`src/ntm_pkg.sv`:
```
// shared constants, types and helper functions for the ntm tape memory head
// no dependencies
`timescale 1ns / 1ps

package ntm_pkg;

  localparam int VEC_LEN    = 8;
  localparam int MEM_DEPTH  = 64;
  localparam int LANE_W     = 8;
  localparam int ENTRY_W    = 64;
  localparam int ADDR_W     = $clog2(MEM_DEPTH);
  localparam int CNT_W      = $clog2(MEM_DEPTH + 1);
  localparam int WEIGHT_W   = 9;
  localparam int SCORE_W    = 16;
  localparam int THR_W      = 16;
  localparam int DIST_W     = $clog2(VEC_LEN * 255 + 1);
  localparam int LIMIT_W    = THR_W + $clog2(VEC_LEN + 1);
  localparam int IN_DATA_W  = 136;
  localparam int OUT_DATA_W = 80;

  localparam logic [WEIGHT_W-1:0] Q_ONE      = 9'd256;
  localparam logic [WEIGHT_W-1:0] GATE_LEVEL = 9'd128;
  localparam logic [THR_W-1:0]    THR_RESET  = 16'd512;
  localparam logic [LANE_W-1:0]   HALF_Q08   = 8'd128;

  typedef enum logic [3:0] {
    ST_IDLE,
    ST_HEAD_RD,
    ST_HEAD_USE,
    ST_APPEND,
    ST_WRITE_BACK,
    ST_SCAN,
    ST_SCAN_DRAIN,
    ST_DECIDE,
    ST_MOVE,
    ST_OUT
  } ntm_state_t;

  typedef struct packed {
    logic load_item;
    logic read_head;
    logic take_head;
    logic append;
    logic write_back;
    logic scan_start;
    logic scan_read;
    logic decide;
    logic move;
    logic load_out;
  } ntm_cmd_t;

  typedef struct packed {
    logic is_write;
    logic gate_open;
    logic scan_last;
    logic out_free;
  } ntm_status_t;

  function automatic logic [ENTRY_W-1:0] half_entry();
    logic [ENTRY_W-1:0] v;
    v = '0;
    for (int k = 0; k < VEC_LEN; k++) begin
      v[k*LANE_W +: LANE_W] = HALF_Q08;
    end
    return v;
  endfunction

  localparam logic [ENTRY_W-1:0] HALF_ENTRY = half_entry();

endpackage

```
`src/ntm_ctrl.sv`:
```
// sequencer for the ntm tape memory head: one item at a time
// depends on ntm_pkg
`timescale 1ns / 1ps

module ntm_ctrl (
  input  logic                 clk,
  input  logic                 rst,
  input  logic                 s_tvalid,
  output logic                 s_tready,
  input  ntm_pkg::ntm_status_t status,
  output ntm_pkg::ntm_cmd_t    cmd
);
  import ntm_pkg::*;

  ntm_state_t state;
  ntm_state_t state_next;

  always_ff @(posedge clk) begin
    if (rst) begin
      state <= ST_IDLE;
    end else begin
      state <= state_next;
    end
  end

  always_comb begin
    state_next = state;
    cmd        = '0;
    s_tready   = 1'b0;
    unique case (state)
      ST_IDLE: begin
        s_tready = 1'b1;
        if (s_tvalid) begin
          cmd.load_item = 1'b1;
          state_next    = ST_HEAD_RD;
        end
      end
      ST_HEAD_RD: begin
        cmd.read_head = 1'b1;
        state_next    = ST_HEAD_USE;
      end
      ST_HEAD_USE: begin
        cmd.take_head = 1'b1;
        state_next    = status.is_write ? ST_APPEND : ST_OUT;
      end
      ST_APPEND: begin
        cmd.append = 1'b1;
        state_next = ST_WRITE_BACK;
      end
      ST_WRITE_BACK: begin
        cmd.write_back = 1'b1;
        cmd.scan_start = 1'b1;
        state_next     = status.gate_open ? ST_SCAN : ST_MOVE;
      end
      ST_SCAN: begin
        cmd.scan_read = 1'b1;
        if (status.scan_last) begin
          state_next = ST_SCAN_DRAIN;
        end
      end
      ST_SCAN_DRAIN: begin
        state_next = ST_DECIDE;
      end
      ST_DECIDE: begin
        cmd.decide = 1'b1;
        state_next = ST_MOVE;
      end
      ST_MOVE: begin
        cmd.move   = 1'b1;
        state_next = ST_OUT;
      end
      ST_OUT: begin
        if (status.out_free) begin
          cmd.load_out = 1'b1;
          state_next   = ST_IDLE;
        end
      end
      default: begin
        state_next = ST_IDLE;
      end
    endcase
  end

endmodule

```
`config.mk`:
```
export PLATFORM = sky130hd
export DESIGN_NAME = ntm_ctrl
export DESIGN_NICKNAME = d
export VERILOG_FILES = /design/src/ntm_pkg.sv /design/src/ntm_ctrl.sv
export SDC_FILE = /design/constraint.sdc
export NUM_CORES = 1
export LEC_CHECK = 0
export BUFFER_PORTS_ARGS = -buffer_cell sky130_fd_sc_hd__buf_4
export CORE_AREA = 2 2 39 41
export CTS_BUF_LIST = sky130_fd_sc_hd__clkbuf_4
export DETAILED_ROUTE_END_ITERATION = 7
export DIE_AREA = 0 0 41 43
export PLACE_DENSITY_LB_ADDON = 0.3
export REMOVE_ABC_BUFFERS = 1
export SETUP_SLACK_MARGIN = 0.05
export SKIP_CTS_REPAIR_TIMING = 1
export SLEW_MARGIN = 0
export SYNTH_ARGS = -nofsm -noshare
export SYNTH_HDL_FRONTEND = slang
export SYNTH_SLANG_ARGS = --single-unit
```
`constraint.sdc`:
```
create_clock -name clk -period 2.8 [get_ports clk]
set_input_delay 0.7 -clock clk [delete_from_list [all_inputs] [get_ports clk]]
set_output_delay 0.7 -clock clk [all_outputs]
set_load 0.1 [all_outputs]
```
==> qor.yml <==
maxSlewViolCount: 0
wire_per_inst_um: 10.3
grt_max_degree: 15
drtAntennaViolNets: 0
clock_skew_ns: 0.000341
grt_first_pass_wirelength_um: 1390
synth_top_area_share_pct: 23.6
fin_crit_ns: 2.20
clock_sinks: 4
worstSetupPathType: "register to output pin"
dr_total_vias: 383
netlist-cell-type-count: 23
port_buffers: 17
dp_hpwl_um: 621
rows: 14
grt_pass1_vias: 335
cpPeakStageDelay_ns: 0.60
cts_buffer_depth: 2
start_kind: "register"
combPwrFrac_pct: 50.3
largest_reg_flops: 4
hold_viol_final: 0
syn_inst: 48
power_switching_share_pct: 49.9
regArea_um2: 80.1
cts_buffers: 3
dpl_cell_area_um2: 450
drive_above_1_share_pct: 33.3
start_util_pct: 24.5
yosys-top-cells-area: "dfxtp_1 24%, nor2_1 7.7%, nand2b_1 7.4%, nor3_1 7.4%, a2111oi_2 4.4%"
syn_area_per_cell_um2: 7.06
cp_cell_sequence: "nand2b_1 -> nor3_1 -> buf_4"
fin_ws_ns: 0.595
die_area_um2: 1760
dieWidth_um: 41
layout_common_cells: "17 x buf_4, 7 x nor2_1, 5 x nor3_1"
ys_ff_latch: 4
rsz0062_at_grt: "no"
cpMaxStageDelayCell: "dfxtp_1"
status: "completed"
cts_max_level: 1
worstPathRequired_ns: 2.10
yosys.area.top_type: "dfxtp_1"
path_clk_slew_ns: 0.04
overflow: 0
r2r_cells: 4
vdd_drop_max_mv: 0.218
fp.coreArea_um2: 1380
dp_slack_ns: 0.858
pwr-share-clk_pct: 23.0
end_kind: "output pin"
relSlewSlack_pct: 68.7
cts_tree: "built"
fin_crit_sh_pct: 78.7
setup_viol: 0
syn_area_um2: 339
cts-root-buf: "clkbuf_4"
path_max_fanout: 14
finalNetCount: 72
antenna_found_initial: 0
synthToLayoutAreaGrowth_pct: 39.5
ys_seq_area_share_pct: 23.6
vias_per_cell: 4.85
finalInstanceArea_um2: 473
p_seq_share_pct: 26.7
yosysWarnings: 0
regMostFlops: "state"
routed_wl_um: 817
p_sw_w: 0.000147
maxCapViolations: 0
holdPathStages: 2
first_iter_violations: 1
drc: 0
max_freq_ghz: 0.454
insertion_delay_ns: 0.23
fin_util_pct: 34.2
p_per_area_nw_per_um2: 623
worst_hold_slack_ns: 0.669
final_common_cell: "buf_4"
antennaDiodeCount: 0
worst_hold_path_type: "input pin to register"
dieHeight_um: 43
tightest_slew_ns: 0.469
internal_power_w: 0.000148
crit_arrival_ns: 1.50
p_leak_nw: 0.186
drt_first_pass_iters: 3
grtUsageTotal_pct: 11.2
gp_congestion: 0.729
top_regs: "state: 4 flops"
num_io_pins: 18
multiInputGateArea_um2: 215
fillCellCount: 156
fin_tns_setup_ns: 0
## cell usage after synthesis (all sizes together)
| cell | instances |
|---|---|
| inv | 2 |
| dfxtp | 4 |
| nor4 | 1 |
| o211ai | 2 |
| nand2b | 4 |
| o22ai | 1 |
| buf | 5 |
| o31a | 1 |
| nor4b | 1 |
| a21oi | 2 |
| mux2i | 1 |
| and2 | 1 |
| a31oi | 2 |
| nor2 | 7 |
| nand2 | 4 |
| nor3 | 5 |
| a2111oi | 1 |
| nand3 | 1 |
| or3 | 1 |
| o21ai | 1 |
| o22a | 1 |
## layer usage
layer / track usage, % / wire, µm / vias up
met5: 0 / 0 / -
met4: 2.00 / 0 / 0
met3: 4.71 / 62 / 0
met2: 16.6 / 360 / 13
met1: 15.1 / 394 / 168
li1: - / - / 202
## path summary, 6_finish.rpt
kind | start | endpoint | slack, ns
max | state[0] | cmd[8] | 0.60
min | rst | state[3] | 0.67
max reg2reg | state[3] | state[1] | 1.49
min reg2reg | state[3] | state[2] | 0.68
## worst max-delay path: cells and delay by family, from the launching register on
kind	cells	cell delay, ns
flip-flops	1	0.60
AND/OR/NAND/NOR	2	0.35
buffers and inverters	1	0.32
## metrics by stage
stage | total power (W) | cells
floorplan | 0.000194 | 43
global placement | 0.000228 | 76
detailed placement | 0.000229 | 76
CTS | 0.000298 | 79
global route | 0.000315 | 79
finish | 0.000295 | 79
## cell families (layout without fill, tap and decap cells)
logic type	count (synthesis)	after routing	share of synthesized area, %
DFF	4	4	23.6
and+or+nand+nor	25	25	36.5
buffers and inverters	7	22	12.9
muxes	1	1	2.95
AOI/OAI and AO/OA	11	11	24.0
## final cells by class
class / count / share of cell area, %
multi-input cells: 37 / 45.5
repair buffers: 17 / 27.0
flip-flops and latches: 4 / 16.9
clock buffers: 3 / 4.76
well taps: 16 / 4.23
inverters: 2 / 1.59
## power groups by stage
stage / Sequential [W] / Clock (W) / Combinational, W
3_3_place_gp: 0.0000791 / 0 / 0.000149
2_1_floorplan: 0.0000748 / 0 / 0.000120
5_1_grt: 0.0000814 / 0.0000777 / 0.000155
3_5_place_dp: 0.0000793 / 0 / 0.000149
4_1_cts: 0.0000783 / 0.0000708 / 0.000149
6_report: 0.0000786 / 0.0000678 / 0.000148
No activity file was read; power rests on OpenSTA's default activity.
